**src/rtl/cle_pkg.sv**
```systemverilog
`timescale 1ns / 1ps
// Shared types and constants of the circular list cursor engine.
// Used by every file of the block; depends on nothing.
package cle_pkg;

  // Default node store depth
  localparam int unsigned CAPACITY = 256;

  // Fixed payload widths
  localparam int unsigned DATA_W   = 32;
  localparam int unsigned CMD_W    = 2;
  localparam int unsigned STATUS_W = 2;
  localparam int unsigned COUNT_W  = 9;

  // Command codes of a request
  typedef enum logic [CMD_W-1:0] {
    CMD_ADD     = 2'd0,
    CMD_REMOVE  = 2'd1,
    CMD_ADVANCE = 2'd2
  } cmd_e;

  // Status codes of a result
  typedef enum logic [STATUS_W-1:0] {
    ST_OK    = 2'd0,
    ST_EMPTY = 2'd1,
    ST_FULL  = 2'd2
  } status_e;

  // Sequencer states
  typedef enum logic [2:0] {
    S_IDLE,
    S_READ,
    S_LINK,
    S_REMOVE,
    S_ADVANCE,
    S_DONE
  } state_e;

  // Write enables of the node store
  typedef struct packed {
    logic link_we;
    logic val_we;
  } node_we_t;

  // Free stack commands
  typedef struct packed {
    logic pop;
    logic push;
  } fs_ctl_t;

endpackage

```
**src/rtl/cle_free_stack.sv**
```systemverilog
`timescale 1ns / 1ps
// Free index stack in a synchronous memory, with a low-water mark in place of a fill.
// Depends on cle_pkg for fs_ctl_t.
module cle_free_stack #(
  parameter int unsigned CAPACITY = cle_pkg::CAPACITY
) (
  input  logic                                clk_i,
  input  logic                                rst_ni,
  input  cle_pkg::fs_ctl_t                    ctl_i,
  input  logic [$clog2(CAPACITY)-1:0]         push_idx_i,
  output logic [$clog2(CAPACITY)-1:0]         fresh_o,
  output logic [$clog2(CAPACITY+1)-1:0]       free_cnt_o
);

  localparam int unsigned IW = $clog2(CAPACITY);
  localparam int unsigned CW = $clog2(CAPACITY + 1);

  logic [IW-1:0] stack_mem [CAPACITY];
  logic [IW-1:0] rd_data_q;
  logic [IW-1:0] rd_addr;
  logic [IW-1:0] below_top;
  logic [CW-1:0] top_q, top_d;
  logic [CW-1:0] low_q, low_d;

  // Slot under the top; an entry below the low-water mark was never written and holds its own index
  assign below_top = IW'(top_q - CW'(1));
  assign rd_addr   = (top_q == '0) ? '0 : below_top;
  assign fresh_o   = (top_q == low_q) ? below_top : rd_data_q;
  assign free_cnt_o = top_q;

  // Pop lowers the top and drags the mark along; push raises the top
  always_comb begin
    top_d = top_q;
    low_d = low_q;
    if (ctl_i.pop && top_q != '0) begin
      top_d = top_q - CW'(1);
      if (top_q == low_q) begin
        low_d = top_q - CW'(1);
      end
    end else if (ctl_i.push && top_q != CW'(CAPACITY)) begin
      top_d = top_q + CW'(1);
    end
  end

  always_ff @(posedge clk_i or negedge rst_ni) begin
    if (!rst_ni) begin
      top_q <= CW'(CAPACITY);
      low_q <= CW'(CAPACITY);
    end else begin
      top_q <= top_d;
      low_q <= low_d;
    end
  end

  // Stack memory: push writes at the top, read the slot under it every cycle
  always_ff @(posedge clk_i) begin
    if (ctl_i.push && !ctl_i.pop && top_q != CW'(CAPACITY)) begin
      stack_mem[IW'(top_q)] <= push_idx_i;
    end
    rd_data_q <= stack_mem[rd_addr];
  end

`ifndef NO_ASSERTIONS
  a_low_below_top: assert property (@(posedge clk_i) disable iff (!rst_ni)
    low_q <= top_q)
    else $error("free stack low-water mark above top");
  a_pop_not_empty: assert property (@(posedge clk_i) disable iff (!rst_ni)
    ctl_i.pop |-> top_q != '0)
    else $error("pop from empty free stack");
  a_push_not_full: assert property (@(posedge clk_i) disable iff (!rst_ni)
    ctl_i.push |-> top_q != CW'(CAPACITY) && !ctl_i.pop)
    else $error("push into full free stack");
`endif

endmodule

```
**config.mk**
```make
export PLATFORM = sky130hd
export DESIGN_NAME = cle_free_stack
export DESIGN_NICKNAME = d
export VERILOG_FILES = /design/src/rtl/cle_pkg.sv /design/src/rtl/cle_free_stack.sv
export SDC_FILE = /design/constraint.sdc
export NUM_CORES = 2
export LEC_CHECK = 0
export BUFFER_PORTS_ARGS = -buffer_cell sky130_fd_sc_hd__buf_4
export CAP_MARGIN = 20
export CORE_MARGIN = 2
export CORE_UTILIZATION = 38
export CTS_CLUSTER_SIZE = 24
export DETAILED_ROUTE_END_ITERATION = 10
export PLACE_DENSITY_LB_ADDON = 0.08
export SLEW_MARGIN = 20
export SYNTH_ARGS = -nofsm -noshare
export SYNTH_HDL_FRONTEND = slang
export SYNTH_SLANG_ARGS = --single-unit
```
**constraint.sdc**
```tcl
create_clock -name clk_i -period 3.9 [get_ports clk_i]
set_input_delay 0.195 -clock clk_i [delete_from_list [all_inputs] [get_ports clk_i]]
set_output_delay 0.195 -clock clk_i [all_outputs]
set_load 0.01 [all_outputs]
```
### After elaboration in Yosys (flattened, before gate mapping)

Memory sizes are Yosys's and may differ from the RTL's. A register that Yosys moved wholly into a read port is not among the register bits.
Cells that the tools add are included.

| storage, ports and cells | value |
|---|---|
| register bits | 18 |
| bits in latches | 0 |
| memory bits (writable) | 2048 |
| bits in read-only memories | 0 |
| input port bits | 12 |
| output and inout port bits | 17 |
| logic and storage cells | 22 |
| memories | 1 |

Memories:

| memory | words | width | rd ports | clocked after memory_dff | wr ports | RTL line | text |
|---|---|---|---|---|---|---|---|
| stack_mem | 256 | 8 | 1 | 1 | 1 | cle_free_stack.sv:18 | `logic [IW-1:0] stack_mem [CAPACITY];` |

| operators by class | value |
|---|---|
| add/sub/neg operators | 2 |
| multiply operators | 0 |
| divide/modulo/power cells | 0 |
| magnitude comparators | 0 |
| eq/ne operators | 2 |
| shifts and indexed selects | 0 |
| mux-type cells | 6 |
| bitwise logic cells | 0 |
| reductions and logical operators | 9 |

Operators with widths:

| cell | count |
|---|---|
| two-way mux 9 bit | 2 |
| two-way mux 8 bit | 2 |
| adder 9 x 1 -> 9 bit (second input constant) | 1 |
| == test 9 bit | 1 |
| logical NOT 9 bit | 1 |
| inequality test 9 bit (second input constant) | 1 |
| nonzero test 9 bit | 1 |
| subtractor 9 x 1 -> 9 bit (second input constant) | 1 |
| logical AND 1 bit | 4 |
| two-way mux 1 bit | 2 |
| AND reduction 2 bit | 1 |
| nonzero test 2 bit | 1 |
| logical NOT 1 bit | 1 |

### Depth between registers and ports, before layout

| depth | value |
|---|---|
| depth in word-level cells | 5 |
| depth in mapped cells | 18 |
| mapped depth without buffers | 10 |

### Worst setup path before layout

OpenSTA, ideal clock, no wires.

| path | value |
|---|---|
| path kind | reg2reg |
| from | register top_q[0] (netlist: free_cnt_o[0]) |
| to | register rd_data_q[6] (read register of stack_mem) |
| setup time | 0.133 ns |
| arrival time | 3.908 ns |
| required time | 3.767 ns |
| setup slack | -0.141 ns |
| cell stages (with the launch flop) | 14 |
| buffers on the path | 5 |
| period minus slack after synthesis | 4.041 ns |
| cell sequence | dfrtp_1 > buf_2 > inv_2 > clkbuf_1 > buf_1 > ha_1 > xor2_1 > clkbuf_1 > buf_1 > mux4_2 > a221oi_1 > nor2_1 > o41ai_1 > nand4_1 |

| on the way | value |
|---|---|
| cells in the longest elaborated chain, start to end | 2 |
| elaborated cells on any way between the ends | 3 |
| those cells by class | 1 x add/sub; 1 x mux; 1 x reduce/logical |

Ends and longest elaborated chain:

| what | RTL line | text |
|---|---|---|
| start, declared | cle_free_stack.sv:22 | `logic [CW-1:0] top_q, top_d;` |
| start signal, assigned | cle_free_stack.sv:47 | `top_q <= CW'(CAPACITY);` |
| start signal, assigned | cle_free_stack.sv:50 | `top_q <= top_d;` |
| subtractor 9 x 1 -> 9 bit | - |  |
| via below_top[0] | cle_free_stack.sv:21 | `logic [IW-1:0] below_top;` |
| two-way mux 8 bit | cle_free_stack.sv:27 | `assign rd_addr = (top_q == '0) ? '0 : below_top;` |
| end, declared | cle_free_stack.sv:19 | `logic [IW-1:0] rd_data_q;` |

The timed path passes the listed nets, and every way through them passes these cells.
A chain may end at the register's enable or synchronous reset.

### Final worst setup path

| path | value |
|---|---|
| from | register top_q[0] (netlist: free_cnt_o[0]) |
| to | register rd_data_q[2] (read register of stack_mem) |

| on the way | value |
|---|---|
| cells in the longest elaborated chain, start to end | 2 |
| elaborated cells on any way between the ends | 3 |
| those cells by class | 1 x add/sub; 1 x mux; 1 x reduce/logical |

Ends and longest elaborated chain:

| what | RTL line |
|---|---|
| subtractor 9 x 1 -> 9 bit / logical NOT 9 bit (equally long branches) | - |
| two-way mux 8 bit (*) | cle_free_stack.sv:27 |

Mark *: on every way between the ends. The rest lies on a longest branch, timed or not.

==> run_results.csv <==
group,metric,value,unit
grt,first_global_vias,47590,
detailed_routing,viasPerCell,5.700,
grt,largest_net_degree_at_the_start_of_global_routing,114,
worst_setup_path,setup.worst_path.start,"free_cnt_o[0]",
grt,number_of_antenna_violations_at_the_first_check_in_global_routing,8,
floorplan,die_area,220700,µm²
grt,overflow,0,
clock_network,largest_buffer_count_on_any_clock_path,3,
pwr,power.share.combinational,44.2,%
clock_network,clk_latency,0.87,ns
worst_setup_path,worst-endpoint-arrival,4.58,ns
detailed_routing,detail-route-antenna-nets,0,
synthesis,post_synth_num_cell_types,66,
synthesis,ys_dominant_reg_cell,"edfxtp_1",
timing,fin_setup_tns,0,ns
synthesis,synth-edff-count,2048,
synthesis,syn-num-nets,5134,
clock_network,htree_num_levels,4,
detailed_routing,dr.pass1.iters,6,
floorplan,die_height,469.8,µm
place,hpwl,158900,µm
pwr,max-vdd-ir-drop,0.0009624,V
pwr,seq_power_share,30.6,%
pwr,switching_share,40.24,%
grt,grt.total_usage,22.91,%
cells_and_area,layout-area-overhead-vs-synth,16.96,%
floorplan,cell_rows,170,
cells_and_area,final_common_cell,"edfxtp_1",
detailed_routing,average_wire_per_standard_cell,30.43,µm
pwr,power.clock.fraction,25.2,%
worst_hold_path,min_path_type,"primary input to register",
synthesis,postSynth.asyncResetShare,0.8679,%
worst_setup_path,worst_r2r_path_depth,12,
place,routabilityCongestion,0.8683,
timing,max_slew_margin,32.57,%
timing,final-hold-violation-count,0,
worst_setup_path,r2r-end,"rd_data_q[2]",
timing,total_setup_violations_reported_at_the_end_of_the_flow,0,
pwr,power,81.20,mW
synthesis,ys_seq_area_share,75.35,%
timing,max_slew.worst_pin.slew,1.012,ns
worst_setup_path,timing.reg2reg.setup_slack,0.06,ns
pwr,power_density_over_cell_area,842.2,nW/µm²
worst_setup_path,worstSetupEndpoint,"rd_data_q[2]",
worst_setup_path,timing_worst_setup_path_type,"register to register",
timing,clock.fmax,260.2,MHz
synthesis,yosysWarnings,0,
synthesis,synth.ff_latch_count,2074,
run_status,outcome,"finished clean",
timing,fin_worst_skew,0.05090,ns
clock_network,tritoncts_clock_tree,"done",
floorplan,initial_core_utilization,38.33,%
pwr,leakagePower,31.18,nW
worst_setup_path,start_kind,"register",
place,port_buffers,28,
synthesis,postSynthAreaPerCell,16.11,µm²
worst_setup_path,worst_r2r_startpoint,"free_cnt_o[0]",
timing,unrepaired_setup_endpoints_after_global_routing,"true",
cells_and_area,layout.cell_area.non_filler,96410,µm²
timing,final-max-slew-violation-count,0,
worst_setup_path,timing.critical_path.fanout_max,22,
cells_and_area,nNetsFinal,5461,
cells_and_area,final_cell_mix,"2048 x edfxtp_1, 380 x buf_4, 367 x nor2_1, 333 x mux2i_1, 328 x nand2_1",
worst_setup_path,critical_path_required,4.64,ns
pwr,netSwitchingPower,32.68,mW
cells_and_area,final_layout_size_suffix_gt1_share,18.45,%
job,maxCapViolCount,0,
clock_network,clock_sink_count,2074,
worst_setup_path,worst_setup_path_end_kind,"register",
pwr,internal-power,48.52,mW
clock_network,clkSlewWorstSetupHoldPaths,0.06,ns
detailed_routing,detail_route.wirelength,257700,µm
synthesis,post_synth_inst_count,5117,
floorplan,core_region_area,215000,µm²
detailed_routing,via_count,48280,
detailed_routing,drt_iter0_drc,4909,
clock_network,clock-root-buffer,"clkbuf_16",
synthesis,mappedNetlistArea,82430,µm²
detailed_routing,drc_errors,0,
floorplan,dieWidth,469.8,µm
clock_network,tritoncts.num_buffers,223,
floorplan,io-pin-count,29,
grt,grt_pass1_wl,364600,µm
clock_network,postCtsSetupBuffers,0,
timing,post-route-period-util,98.54,%
place,place_area,89050,µm²
timing,post-route-min-period,3.843,ns
worst min path at each step:
stage,from,to,slack (ns),cells past startpoint
finish,push_idx_i[6],stack_mem[39][6],0.38,2
global route,push_idx_i[0],stack_mem[241][0],0.35,2
CTS,push_idx_i[0],stack_mem[241][0],0.32,2
detailed placement,rst_ni,free_cnt_o[3],0.1,1
global placement,rst_ni,free_cnt_o[3],0.1,1
floorplan,rst_ni,free_cnt_o[0],-0.10,0
cells in the mapped netlist (all sizes together) (6+ instances only):
library cell  instances  area, µm²
a221o                 6      60.06
or4                   7      52.55
nor2                370       1389
a2111oi              16      140.1
a22o                 16      140.1
o31ai                20      168.9
mux2                 87      979.7
mux4                111       2500
o311ai               18      165.2
a21oi               282       1411
nor3                123      625.6
nor4b                 9      122.6
dfrtp                16      400.4
o22a                  6      52.55
edfxtp             2048      61500
nor4                 52      331.6
a211oi              105      788.3
nor2b                46      287.8
nand4                13      81.33
buf                 171      813.3
dfxtp                 8      160.2
mux2i               333       3333
a22oi                31      232.7
nand2b               14      87.58
o221ai               88      770.7
nand3                88      440.4
o21ai               161      805.8
o32ai                20      175.2
nand2               342       1284
o211ai               45      337.8
xor2                  9      78.83
o22ai                60      375.4
a32oi                 7      61.31
and3                  6      37.54
a221oi               89      779.5
a31oi                32      200.2
xnor2                17      148.9
inv                  12      45.04
clkbuf              201      754.5
per-stage QoR:
| stage | hold WS, ns | worst slack, ns | cells | util [%] |
|---|---|---|---|---|
| 4_1_cts | 0.3242 | 0.001028 | 8465 | 44.78 |
| 3_5_place_dp | 0.09915 | -0.7089 | 8044 | 41.41 |
| 3_3_place_gp | 0.09954 | -0.6443 | 8044 | 41.41 |
| 5_1_grt | 0.3468 | -0.001525 | 8468 | 44.83 |
| 2_1_floorplan | -0.1006 | 0.05412 | 5117 | - |
| 6_report | 0.3783 | 0.05683 | 8470 | 44.83 |
registers in the layout (all words and copies together) (netlist names):
name        count
rd_data_q       8
free_cnt_o      9
stack_mem    2048
low_q           9
routing by layer:
layer | up-vias | GRT usage, % | wire, µm
met5 | - | 0 | 0
met1 | 25260 | 32.60 | 114100
met3 | 358 | 3.338 | 15070
met4 | 0 | 6.859 | 7624
met2 | 1617 | 36.48 | 120900
li1 | 21040 | - | -
what timing repair did:
item | CTS | global route
gates resized for setup | 18 | 24
hold endpoints to repair | 600 | 0
gates cloned | 0 | 0
setup endpoints to repair | 6 | 8
hold buffers | 13 | 0
pin swaps | 1 | 2
power groups by stage:
stage	Sequential [mW]	Clock (mW)	Combinational, mW
after global placement	25.3	0	35.6
after global routing	24.8	21.7	37.6
after CTS	24.8	20.9	35.9
after detailed placement	25.3	0	35.5
after floorplan	25.3	0	17.9
final	24.8	20.5	35.9
cell type report:
class,instances,area (µm²)
antenna,5,12.51
fill,18810,118600
multi-input combinational,2658,19130
timing repair buffer,474,4538
clock inverter,131,1161
clock buffer,277,5856
sequential,2074,62120
inverter,13,51.30
tap,2838,3551
worst max-delay path: stages (launching register included):
cell,delay (ns)
dfrtp_4,0.44
inv_4,0.04
ha_1,0.34
clkinv_1,0.33
buf_4,0.29
o21ai_4,0.67
a2111oi_0,0.27
buf_4,0.21
a211oi_1,0.46
a21oi_1,0.09
buf_4,0.17
o211ai_1,0.27
nor4b_2,0.09
logic make-up (layout without fill, tap and decap cells):
group | count (synthesis) | after routing | synth area share (%)
flip-flops | 2074 | 2074 | 75.35
AND/OR/NAND/NOR | 1080 | 1080 | 5.835
AO/OA/AOI/OAI | 1016 | 1016 | 8.239
multiplexers | 531 | 531 | 8.265
buffers and inverters | 385 | 895 | 1.961
XOR/XNOR | 26 | 26 | 0.2762
adder cells (fa/ha/maj) | 5 | 5 | 0.07589
other | 0 | 5 | 0
No activity file was read; power rests on OpenSTA's default activity.
