**src/rtl/cle_pkg.sv**
```systemverilog
`timescale 1ns / 1ps
// Shared types and constants of the circular list cursor engine.
// Used by every file of the block; depends on nothing.
package cle_pkg;

  // Default node store depth
  localparam int unsigned CAPACITY = 256;

  // Fixed payload widths
  localparam int unsigned DATA_W   = 32;
  localparam int unsigned CMD_W    = 2;
  localparam int unsigned STATUS_W = 2;
  localparam int unsigned COUNT_W  = 9;

  // Command codes of a request
  typedef enum logic [CMD_W-1:0] {
    CMD_ADD     = 2'd0,
    CMD_REMOVE  = 2'd1,
    CMD_ADVANCE = 2'd2
  } cmd_e;

  // Status codes of a result
  typedef enum logic [STATUS_W-1:0] {
    ST_OK    = 2'd0,
    ST_EMPTY = 2'd1,
    ST_FULL  = 2'd2
  } status_e;

  // Sequencer states
  typedef enum logic [2:0] {
    S_IDLE,
    S_READ,
    S_LINK,
    S_REMOVE,
    S_ADVANCE,
    S_DONE
  } state_e;

  // Write enables of the node store
  typedef struct packed {
    logic link_we;
    logic val_we;
  } node_we_t;

  // Free stack commands
  typedef struct packed {
    logic pop;
    logic push;
  } fs_ctl_t;

endpackage

```
**src/rtl/cle_if.sv**
```systemverilog
`timescale 1ns / 1ps
// Request and result channels of the circular list cursor engine.
// Depends on cle_pkg for the payload widths.
interface cle_req_if;
  logic                                valid;
  logic                                ready;
  logic [cle_pkg::CMD_W-1:0]           command;
  logic signed [cle_pkg::DATA_W-1:0]   item_value;

  modport source (output valid, output command, output item_value, input ready);
  modport sink   (input valid, input command, input item_value, output ready);
endinterface

interface cle_rsp_if;
  logic                                valid;
  logic                                ready;
  logic signed [cle_pkg::DATA_W-1:0]   removed_value;
  logic [cle_pkg::STATUS_W-1:0]        status;
  logic signed [cle_pkg::DATA_W-1:0]   cursor_value;
  logic [cle_pkg::COUNT_W-1:0]         node_count;

  modport source (output valid, output removed_value, output status,
                  output cursor_value, output node_count, input ready);
  modport sink   (input valid, input removed_value, input status,
                  input cursor_value, input node_count, output ready);
endinterface

```
**src/rtl/cle_ctrl.sv**
```systemverilog
`timescale 1ns / 1ps
// Command sequencer: cursor registers, read-modify-write of the stores, result register.
// Depends on cle_pkg and the cle_req_if / cle_rsp_if channels.
module cle_ctrl #(
  parameter int unsigned CAPACITY = cle_pkg::CAPACITY
) (
  input  logic                                clk_i,
  input  logic                                rst_ni,
  cle_req_if.sink                             req_i,
  cle_rsp_if.source                           rsp_o,
  output cle_pkg::node_we_t                   node_we_o,
  output logic [$clog2(CAPACITY)-1:0]         link_raddr_o,
  output logic [$clog2(CAPACITY)-1:0]         link_waddr_o,
  output logic [$clog2(CAPACITY)-1:0]         link_wdata_o,
  output logic [$clog2(CAPACITY)-1:0]         val_raddr_o,
  output logic [$clog2(CAPACITY)-1:0]         val_waddr_o,
  output logic [cle_pkg::DATA_W-1:0]          val_wdata_o,
  input  logic [$clog2(CAPACITY)-1:0]         link_rdata_i,
  input  logic [cle_pkg::DATA_W-1:0]          val_rdata_i,
  output cle_pkg::fs_ctl_t                    fs_ctl_o,
  output logic [$clog2(CAPACITY)-1:0]         push_idx_o,
  input  logic [$clog2(CAPACITY)-1:0]         fresh_i,
  input  logic [$clog2(CAPACITY+1)-1:0]       free_cnt_i
);

  localparam int unsigned IW = $clog2(CAPACITY);
  localparam int unsigned CW = $clog2(CAPACITY + 1);
  localparam int unsigned DW = cle_pkg::DATA_W;

  cle_pkg::state_e state_q, state_d;

  logic [cle_pkg::CMD_W-1:0]    cmd_q, cmd_d;
  logic [DW-1:0]                item_q, item_d;
  logic [IW-1:0]                cur_q, cur_d;
  logic [DW-1:0]                cur_val_q, cur_val_d;
  logic [CW-1:0]                size_q, size_d;
  logic [IW-1:0]                idx_q, idx_d;
  logic [DW-1:0]                res_removed_q, res_removed_d;
  logic [cle_pkg::STATUS_W-1:0] res_status_q, res_status_d;

  logic                         out_valid_q;
  logic signed [DW-1:0]         out_removed_q;
  logic [cle_pkg::STATUS_W-1:0] out_status_q;
  logic signed [DW-1:0]         out_cursor_q;
  logic [cle_pkg::COUNT_W-1:0]  out_count_q;

  logic accept;
  logic slot_free;
  logic list_empty;
  logic store_full;

  assign req_i.ready = (state_q == cle_pkg::S_IDLE);
  assign accept      = req_i.valid && req_i.ready;
  assign slot_free   = !out_valid_q || rsp_o.ready;
  assign list_empty  = (size_q == '0);
  assign store_full  = (free_cnt_i == '0);

  // Next state
  always_comb begin
    state_d = state_q;
    unique case (state_q)
      cle_pkg::S_IDLE: begin
        if (accept) begin
          case (req_i.command) inside
            cle_pkg::CMD_ADD: begin
              state_d = store_full ? cle_pkg::S_DONE : cle_pkg::S_READ;
            end
            cle_pkg::CMD_REMOVE, cle_pkg::CMD_ADVANCE: begin
              state_d = list_empty ? cle_pkg::S_DONE : cle_pkg::S_READ;
            end
            default: begin
              state_d = cle_pkg::S_DONE;
            end
          endcase
        end
      end
      cle_pkg::S_READ: begin
        case (cmd_q)
          cle_pkg::CMD_ADD:     state_d = list_empty ? cle_pkg::S_DONE : cle_pkg::S_LINK;
          cle_pkg::CMD_REMOVE:  state_d = cle_pkg::S_REMOVE;
          cle_pkg::CMD_ADVANCE: state_d = cle_pkg::S_ADVANCE;
          default:              state_d = cle_pkg::S_DONE;
        endcase
      end
      cle_pkg::S_LINK, cle_pkg::S_REMOVE, cle_pkg::S_ADVANCE: begin
        state_d = cle_pkg::S_DONE;
      end
      cle_pkg::S_DONE: begin
        if (slot_free) begin
          state_d = cle_pkg::S_IDLE;
        end
      end
      default: begin
        state_d = cle_pkg::S_IDLE;
      end
    endcase
  end

  // Memory accesses and register updates per state
  always_comb begin
    cmd_d         = cmd_q;
    item_d        = item_q;
    cur_d         = cur_q;
    cur_val_d     = cur_val_q;
    size_d        = size_q;
    idx_d         = idx_q;
    res_removed_d = res_removed_q;
    res_status_d  = res_status_q;
    node_we_o     = '0;
    fs_ctl_o      = '0;
    link_raddr_o  = (state_q == cle_pkg::S_READ) ? link_rdata_i : cur_q;
    val_raddr_o   = link_rdata_i;
    link_waddr_o  = cur_q;
    link_wdata_o  = idx_q;
    val_waddr_o   = fresh_i;
    val_wdata_o   = item_q;
    push_idx_o    = idx_q;
    unique case (state_q)
      cle_pkg::S_IDLE: begin
        // Latch the request and settle early rejects
        if (accept) begin
          cmd_d         = req_i.command;
          item_d        = req_i.item_value;
          res_removed_d = '0;
          res_status_d  = cle_pkg::ST_OK;
          case (req_i.command) inside
            cle_pkg::CMD_ADD: begin
              if (store_full) res_status_d = cle_pkg::ST_FULL;
            end
            cle_pkg::CMD_REMOVE, cle_pkg::CMD_ADVANCE: begin
              if (list_empty) res_status_d = cle_pkg::ST_EMPTY;
            end
            default: begin
              res_status_d = cle_pkg::ST_OK;
            end
          endcase
        end
      end
      cle_pkg::S_READ: begin
        case (cmd_q)
          cle_pkg::CMD_ADD: begin
            // Allocate a node and point it past the cursor, or at itself
            node_we_o.val_we  = 1'b1;
            node_we_o.link_we = 1'b1;
            link_waddr_o      = fresh_i;
            link_wdata_o      = list_empty ? fresh_i : link_rdata_i;
            fs_ctl_o.pop      = 1'b1;
            size_d            = size_q + CW'(1);
            idx_d             = fresh_i;
            if (list_empty) begin
              cur_d     = fresh_i;
              cur_val_d = item_q;
            end
          end
          default: begin
            // Hold the successor of the cursor; its entry is read now
            idx_d = link_rdata_i;
          end
        endcase
      end
      cle_pkg::S_LINK: begin
        // Hook the new node behind the cursor
        node_we_o.link_we = 1'b1;
      end
      cle_pkg::S_REMOVE: begin
        // Unlink the victim and return its index to the free stack
        res_removed_d = val_rdata_i;
        if (idx_q == cur_q) begin
          size_d = '0;
        end else begin
          node_we_o.link_we = 1'b1;
          link_wdata_o      = link_rdata_i;
          size_d            = size_q - CW'(1);
        end
        fs_ctl_o.push = (free_cnt_i != CW'(CAPACITY));
      end
      cle_pkg::S_ADVANCE: begin
        cur_d     = idx_q;
        cur_val_d = val_rdata_i;
      end
      cle_pkg::S_DONE: begin
        // Result is loaded by the output register
      end
      default: begin
        cur_d = cur_q;
      end
    endcase
  end

  // Control registers
  always_ff @(posedge clk_i or negedge rst_ni) begin
    if (!rst_ni) begin
      state_q     <= cle_pkg::S_IDLE;
      cur_q       <= '0;
      size_q      <= '0;
      out_valid_q <= 1'b0;
    end else begin
      state_q <= state_d;
      cur_q   <= cur_d;
      size_q  <= size_d;
      if (state_q == cle_pkg::S_DONE && slot_free) begin
        out_valid_q <= 1'b1;
      end else if (rsp_o.ready) begin
        out_valid_q <= 1'b0;
      end
    end
  end

  // Payload registers
  always_ff @(posedge clk_i) begin
    cmd_q         <= cmd_d;
    item_q        <= item_d;
    cur_val_q     <= cur_val_d;
    idx_q         <= idx_d;
    res_removed_q <= res_removed_d;
    res_status_q  <= res_status_d;
    if (state_q == cle_pkg::S_DONE && slot_free) begin
      out_removed_q <= res_removed_q;
      out_status_q  <= res_status_q;
      out_cursor_q  <= list_empty ? '0 : cur_val_q;
      out_count_q   <= cle_pkg::COUNT_W'(size_q);
    end
  end

  assign rsp_o.valid         = out_valid_q;
  assign rsp_o.removed_value = out_removed_q;
  assign rsp_o.status        = out_status_q;
  assign rsp_o.cursor_value  = out_cursor_q;
  assign rsp_o.node_count    = out_count_q;

`ifndef NO_ASSERTIONS
  a_nodes_conserved: assert property (@(posedge clk_i) disable iff (!rst_ni)
    (CW+1)'(size_q) + (CW+1)'(free_cnt_i) == (CW+1)'(CAPACITY))
    else $error("list size and free count do not add up to capacity");
  a_no_write_idle: assert property (@(posedge clk_i) disable iff (!rst_ni)
    state_q == cle_pkg::S_IDLE |-> !node_we_o.link_we && !node_we_o.val_we
                                   && !fs_ctl_o.pop && !fs_ctl_o.push)
    else $error("store written while no request is in flight");
  a_full_count: assert property (@(posedge clk_i) disable iff (!rst_ni)
    rsp_o.valid && rsp_o.status == cle_pkg::ST_FULL
      |-> rsp_o.node_count == cle_pkg::COUNT_W'(CAPACITY))
    else $error("store full reported below capacity");
  a_empty_result: assert property (@(posedge clk_i) disable iff (!rst_ni)
    rsp_o.valid && rsp_o.status == cle_pkg::ST_EMPTY
      |-> rsp_o.node_count == '0 && rsp_o.cursor_value == '0
          && rsp_o.removed_value == '0)
    else $error("empty status with a nonempty result");
  a_result_from_done: assert property (@(posedge clk_i) disable iff (!rst_ni)
    $rose(rsp_o.valid) |-> $past(state_q) == cle_pkg::S_DONE)
    else $error("result raised outside the completion state");
`endif

endmodule

```
**src/flat_wrapper.sv**
```systemverilog
// flat-port wrapper written by rule: the top's interface ports become plain ports
module cle_ctrl_flat 
#(
  parameter int unsigned CAPACITY = cle_pkg::CAPACITY
)
  (clk_i, rst_ni, node_we_o, link_raddr_o, link_waddr_o, link_wdata_o, val_raddr_o, val_waddr_o, val_wdata_o, link_rdata_i, val_rdata_i, fs_ctl_o, push_idx_o, fresh_i, free_cnt_i, req_i_valid, req_i_command, req_i_item_value, req_i_ready, rsp_o_valid, rsp_o_removed_value, rsp_o_status, rsp_o_cursor_value, rsp_o_node_count, rsp_o_ready);
  cle_req_if req_i_i ();
  cle_rsp_if rsp_o_i ();
  input  logic clk_i;
  input  logic rst_ni;
  output cle_pkg::node_we_t node_we_o;
  output logic [$clog2(CAPACITY)-1:0] link_raddr_o;
  output logic [$clog2(CAPACITY)-1:0] link_waddr_o;
  output logic [$clog2(CAPACITY)-1:0] link_wdata_o;
  output logic [$clog2(CAPACITY)-1:0] val_raddr_o;
  output logic [$clog2(CAPACITY)-1:0] val_waddr_o;
  output logic [cle_pkg::DATA_W-1:0] val_wdata_o;
  input  logic [$clog2(CAPACITY)-1:0] link_rdata_i;
  input  logic [cle_pkg::DATA_W-1:0] val_rdata_i;
  output cle_pkg::fs_ctl_t fs_ctl_o;
  output logic [$clog2(CAPACITY)-1:0] push_idx_o;
  input  logic [$clog2(CAPACITY)-1:0] fresh_i;
  input  logic [$clog2(CAPACITY+1)-1:0] free_cnt_i;
  input wire logic [$bits(req_i_i.valid)-1:0] req_i_valid;
  input wire logic [$bits(req_i_i.command)-1:0] req_i_command;
  input wire logic [$bits(req_i_i.item_value)-1:0] req_i_item_value;
  output wire logic [$bits(req_i_i.ready)-1:0] req_i_ready;
  output wire logic [$bits(rsp_o_i.valid)-1:0] rsp_o_valid;
  output wire logic [$bits(rsp_o_i.removed_value)-1:0] rsp_o_removed_value;
  output wire logic [$bits(rsp_o_i.status)-1:0] rsp_o_status;
  output wire logic [$bits(rsp_o_i.cursor_value)-1:0] rsp_o_cursor_value;
  output wire logic [$bits(rsp_o_i.node_count)-1:0] rsp_o_node_count;
  input wire logic [$bits(rsp_o_i.ready)-1:0] rsp_o_ready;
  assign req_i_i.valid = req_i_valid;
  assign req_i_i.command = req_i_command;
  assign req_i_i.item_value = req_i_item_value;
  assign req_i_ready = req_i_i.ready;
  assign rsp_o_valid = rsp_o_i.valid;
  assign rsp_o_removed_value = rsp_o_i.removed_value;
  assign rsp_o_status = rsp_o_i.status;
  assign rsp_o_cursor_value = rsp_o_i.cursor_value;
  assign rsp_o_node_count = rsp_o_i.node_count;
  assign rsp_o_i.ready = rsp_o_ready;
  cle_ctrl #(.CAPACITY(CAPACITY)) u_core (.clk_i(clk_i), .rst_ni(rst_ni), .req_i(req_i_i), .rsp_o(rsp_o_i), .node_we_o(node_we_o), .link_raddr_o(link_raddr_o), .link_waddr_o(link_waddr_o), .link_wdata_o(link_wdata_o), .val_raddr_o(val_raddr_o), .val_waddr_o(val_waddr_o), .val_wdata_o(val_wdata_o), .link_rdata_i(link_rdata_i), .val_rdata_i(val_rdata_i), .fs_ctl_o(fs_ctl_o), .push_idx_o(push_idx_o), .fresh_i(fresh_i), .free_cnt_i(free_cnt_i));
endmodule
```
**config.mk**
```make
export PLATFORM = sky130hd
export DESIGN_NAME = cle_ctrl_flat
export DESIGN_NICKNAME = d
export VERILOG_FILES = /design/src/rtl/cle_pkg.sv /design/src/rtl/cle_if.sv /design/src/rtl/cle_ctrl.sv /design/src/flat_wrapper.sv
export SDC_FILE = /design/constraint.sdc
export NUM_CORES = 1
export LEC_CHECK = 0
export BUFFER_PORTS_ARGS = -buffer_cell sky130_fd_sc_hd__buf_2
export CELL_PAD_IN_SITES_DETAIL_PLACEMENT = 0
export CELL_PAD_IN_SITES_GLOBAL_PLACEMENT = 2
export CORE_MARGIN = 2
export CORE_UTILIZATION = 37
export DETAILED_ROUTE_END_ITERATION = 12
export PLACE_DENSITY_LB_ADDON = 0.1
export SYNTH_ARGS = -nofsm -noshare
export SYNTH_HDL_FRONTEND = slang
export SYNTH_SLANG_ARGS = --single-unit
```
**constraint.sdc**
```tcl
create_clock -name clk_i -period 8.75 [get_ports clk_i]
set_clock_uncertainty 0.1 [all_clocks]
set_input_delay 2.1875 -clock clk_i [delete_from_list [all_inputs] [get_ports clk_i]]
set_output_delay 2.1875 -clock clk_i [all_outputs]
set_load 0.005 [all_outputs]
```
; ---- Word-level counts from Yosys, hierarchy flattened
; Index checks and enable logic that the tools add are counted.
[totals]
ff_bits = 204
latch_bits = 0
ram_bits = 0
romBits = 0
in_bits = 95
output_inout_bits = 161
word_cells = 92
memories = 0
[op_classes]
addsub = 2
mul = 0
div = 0
magnitude_cmp = 0
eq_ne = 15
shift = 0
muxes = 41
n_bitwise = 0
reduce_logical = 20
[ops]
columns = cell, n
row1 = $pmux 32 s2, 2
row2 = $mux 32, 3
row3 = $mux 8, 9
row4 = $pmux 8 s2, 2
row5 = $mux 3, 7
row6 = $logic_not 9->1, 2
row7 = $mux 9, 2
row8 = $pmux 9 s2, 1
row9 = $pmux 3 s4, 1
row10 = $add 9x1->9 const B, 1
row11 = $ne 9x9->1 const B, 1
row12 = $pmux 3 s3, 1
row13 = $sub 9x1->9 const B, 1
row14 = $eq 8x8->1, 1
row15 = $mux 1, 8
row16 = $mux 2, 4
row17 = $reduce_and 2->1, 4
row18 = $reduce_bool 2->1, 4
row19 = $eq 3x2->1 const B, 2
row20 = $eq 3x3->1 const B, 2
row21 = $eq 2x1->1 const B, 2
row22 = $eq 2x2->1 const B, 2
row23 = $logic_not 2->1, 2
row24 = $ne 2x1->1 const B, 2
row25 = 10 further kinds, 12

; ---- Longest topological paths before layout
[depth]
depth_word = 6
ltp_mapped = 9
mapped_depth_nobuf = 7

; ---- Least setup slack after synthesis
; OpenSTA, ideal clock, no wires.
[synth_timing]
path_type = input to register
start = in rsp_o_ready
end = reg u_core.out_cursor_q[0], in the netlist u_core.rsp_o.cursor_value[0], enable pin
setup_ns = 0.510
arrival_ns = 5.515
required_time_ns = 8.140
setup_slack_ns = 2.624
path_stages = 3
path_buffers = 0
path_cell_list = nand2b_1 nand2_1 nor2_1
[synth_via]
elab_chain_len = 2
[synth_rtl]
columns = element, line_no
row1 = "start, declared", flat_wrapper.sv:33  ; input wire logic [$bits(rsp_o_i.ready)-1:0] rsp_o_ready;
row2 = $logic_or 1x1->1, cle_ctrl.sv:54  ; assign slot_free = !out_valid_q || rsp_o.ready;
row3 = $logic_and 1x1->1, cle_ctrl.sv:217  ; if (state_q == cle_pkg::S_DONE && slot_free) begin
row4 = "end signal, assigned", cle_ctrl.sv:220  ; out_cursor_q <= list_empty ? '0 : cur_val_q;
row5 = "end, declared", cle_ctrl.sv:44  ; logic signed [DW-1:0] out_cursor_q;
; Every way passes these cells.
; A chain may end at the register's enable or synchronous reset.

; ---- Final worst setup path
[layout_timing]
start = reg u_core.state_q[0]
end = out link_wdata_o[5]
[layout_via]
elab_chain_len = 2
elab_cells_between_ends = 3
cone_classes = eq/ne: 2 / mux: 1
[layout_rtl]
columns = element, line_no
row1 = "start, declared", cle_ctrl.sv:30  ; cle_pkg::state_e state_q, state_d;
row2 = "start signal, assigned", cle_ctrl.sv:193  ; state_q <= cle_pkg::S_IDLE;
row3 = "start signal, assigned", cle_ctrl.sv:198  ; state_q <= state_d;
row4 = $eq 3x2->1 / $eq 3x1->1 (equally long branches), cle_ctrl.sv:118  ; unique case (state_q)
row5 = $pmux 8 s2 *, cle_ctrl.sv:118
row6 = "end, declared", flat_wrapper.sv:14  ; output logic [$clog2(CAPACITY)-1:0] link_wdata_o;
; Every way passes the cells marked *; elsewhere a longest branch is shown, timed or not.

==> flow_summary.json <==
{
  "fillCellCount": 1998,
  "pin_count": 256,
  "clk_pin_slew_ns": 0.06,
  "antenna_cells": 0,
  "seqPwrFrac": 0.459,
  "hold_slack_ns": 0.3156,
  "initial_utilization": 0.3802,
  "drv_cap": 0,
  "ctsResizeCount": 0,
  "critPathMaxFanout": 23,
  "drt_iter0_markers": 246,
  "overflow": 0,
  "stdcell_count": 1106,
  "dieArea_um2": 23780,
  "critPathLaunchType": "flip-flop",
  "die-width_um": 154.2,
  "critical-path-top-delay-family": "buffers and inverters",
  "synthTopCellsByArea": "edfxtp_1 66%, dfrtp_1 6.3%, mux2_2 5.5%",
  "cellPowerDensity_nw_per_um2": 345.4,
  "final_cell_mix": "255 x buf_2, 183 x edfxtp_1, 68 x nand2_1",
  "setup_viol": 0,
  "ys_warn_count": 0,
  "multi_input_area_um2": 2077,
  "crit_top_cell": "nand2_1",
  "port_buffers": 255,
  "die_h_um": 154.2,
  "ys_seq_area_frac": 0.7212,
  "relSlewSlack": 0.1540,
  "post_dp_cell_area_um2": 9803,
  "htree_levels": 1,
  "timing.critical_path.from": "u_core.state_q[0]$_DFFE_PN0P_",
  "cts_buffer_depth": 3,
  "power_frac_comb": 0.284,
  "vias": 5438,
  "cp.arrival_ns": 3.75,
  "core_um2": 21960,
  "grt_pass1_wl_um": 31750,
  "wire_per_inst_um": 18.91,
  "synth_largest_area_cell": "edfxtp_1",
  "drive_gt1_frac": 0.4128,
  "worstPathCellList": "or3b_1 > inv_2 > nand2_1 > inv_1 > nand2_1 > o21ai_0 > a221o_1 > buf_2",
  "final-seq-area_um2": 6021,
  "outcome": "finished, final reports clean",
  "cpMaxStageDelayCell": "inv_1",
  "routabilityCongestion": 0.8126,
  "drv_slew": 0,
  "synthCells": 570,
  "min_path_type": "reg2reg",
  "final_util": 0.4797,
  "tightest_slew_ns": 1.269,
  "post-route-period-util": 0.6898,
  "setup_tns_ns": 0,
  "place.detailed.hpwl_um": 14270,
  "endpoint_kind": "primary output",
  "postLayoutCellArea_um2": 10530,
  "critical_path_buf_inv_count": 3,
  "cts_setup_buffers": 0,
  "fmax_mhz": 165.7,
  "p_switching_uw": 1144,
  "syn-num-nets": 668,
  "postRouteAntennaNets": 0,
  "insertion_delay_ns": 0.50,
  "antenna_found_initial": 0,
  "drc_errors": 0,
  "cts_made_buffers": 23,
  "final_common_cell": "buf_2",
  "cts_sinks": 204,
  "hold_viol_final": 0,
  "synth_seq_cells": 204,
  "cellLeakagePower_uw": 0.004353,
  "ys_types": 49,
  "syn_area_per_cell_um2": 14.65,
  "dpl.cell_count": 1065,
  "firstDrtPassIters": 5,
  "hp-start": "u_core.res_removed_q[1]$_SDFFCE_PN0P_",
  "routed_wirelength_um": 20920,
  "cts_tree": "yes",
  "p_clk_frac": 0.257,
  "synthesis.area_um2": 8348,
  "syn_to_final_growth_pct": 26.18,
  "intPower_uw": 2494,
  "path_class": "reg2out",
  "reg2reg_from": "u_core.state_q[0]$_DFFE_PN0P_",
  "grt_util_all_layers": 0.1727,
  "finalCriticalPeriod_ns": 6.036,
  "synth_top_area_frac": 0.6583,
  "root_buffer": "clkbuf_16",
  "swShare": 0.3145,
  "cp_data_required_time_ns": 6.46,
  "ir_drop_mv": 0.1321,
  "grt_max_degree": 54,
  "grt_pass1_vias": 5618,
  "fin_nets": 908,
  "rsz0062_at_grt": "false",
  "slowest_delay_ns": 0.69,
  "drt-vias-per-instance": 4.917,
  "ctsHoldBuffers": 0,
  "rows": 54
}
## worst reg2reg max path: stages (launching register included)
cell	delay (ns)
dfrtp_1	0.57
or3b_1	0.59
inv_2	0.37
nand2_1	0.40
inv_1	0.69
nand2_1	0.63
o21ai_4	0.18
buf_4	0.46
## registers in the layout, summed over array words and instances, names as in the netlist, 9 cells and up
signal	flops
u_core.cur_val_q	32
u_core.val_wdata_o	32
u_core.rsp_o.node_count	9
u_core.size_q	9
u_core.rsp_o.removed_value	32
u_core.rsp_o.cursor_value	32
u_core.res_removed_q	32
## routing by layer
layer	GRT usage	routed length (um)
met1	0.2249	8979
met2	0.2938	10020
met5	0	0
met3	0.03502	1353
met4	0.05073	564
## worst paths after layout
kind                       slack, ns  cells past startpoint                                 endpoint
max in group asynchronous       6.63                      1            u_core.state_q[1]$_DFFE_PN0P_
hold / removal                  0.32                      0  u_core.rsp_o.removed_value[1]$_DFFE_PP_
hold reg to reg                 0.32                      0  u_core.rsp_o.removed_value[1]$_DFFE_PP_
setup / recovery                2.71                      8                          link_wdata_o[5]
setup reg to reg                4.38                      7            u_core.cur_val_q[8]$_DFFE_PP_
min in group asynchronous       1.56                      1              u_core.cur_q[3]$_DFFE_PN0P_
## layout make-up
cell class,instances,share of cell area
clock buffers,30,0.05713
clock inverters,11,0.01223
inverters,11,0.003920
multi-input cells,310,0.1972
flip-flops and latches,204,0.5716
well taps,280,0.03326
repair buffers,260,0.1247
## stage by stage
step	total power [uW]	setup WS [ns]
4_1_cts	3701	2.643
3_3_place_gp	2735	3.330
3_5_place_dp	2751	3.196
6_report	3638	2.714
5_1_grt	3865	2.315
2_1_floorplan	2252	2.624
## Yosys cell counts (all sizes together)
cell type	number
edfxtp	183
nand2	69
mux2	41
and2	35
and3	32
buf	24
o21ai	24
clkbuf	21
dfrtp	21
nor2	14
inv	11
mux2i	10
nand3	10
xor2	10
a221o	8
a21oi	7
nor4	7
nor3	4
a31oi	3
ha	3
a211oi	2
nand2b	2
nand3b	2
nand4	2
nor2b	2
nor3b	2
o21a	2
o22ai	2
or4	2
xnor2	2
a211o	1
a21boi	1
a221oi	1
a22oi	1
a41oi	1
and4b	1
nor4b	1
o31a	1
o32ai	1
o41ai	1
or2	1
or3	1
or3b	1
## power by group through the flow
stage | combinational [uW] | sequential (uW) | clock [uW]
5_1_grt | 1150 | 1710 | 1000
4_1_cts | 1060 | 1670 | 964
3_5_place_dp | 1060 | 1690 | 0
2_1_floorplan | 578 | 1670 | 0
6_report | 1030 | 1670 | 935
3_3_place_gp | 1060 | 1680 | 0
## cells by family after synthesis
| logic type | synth area share |
|---|---|
| flip-flops | 0.7212 |
| AND/OR/NAND/NOR | 0.1162 |
| AO/OA/AOI/OAI | 0.04437 |
| buffers and inverters | 0.03387 |
| multiplexers | 0.06730 |
| XOR/XNOR | 0.01259 |
| adder cells (fa/ha/maj) | 0.004497 |
Power figures use the tool's default switching activity.
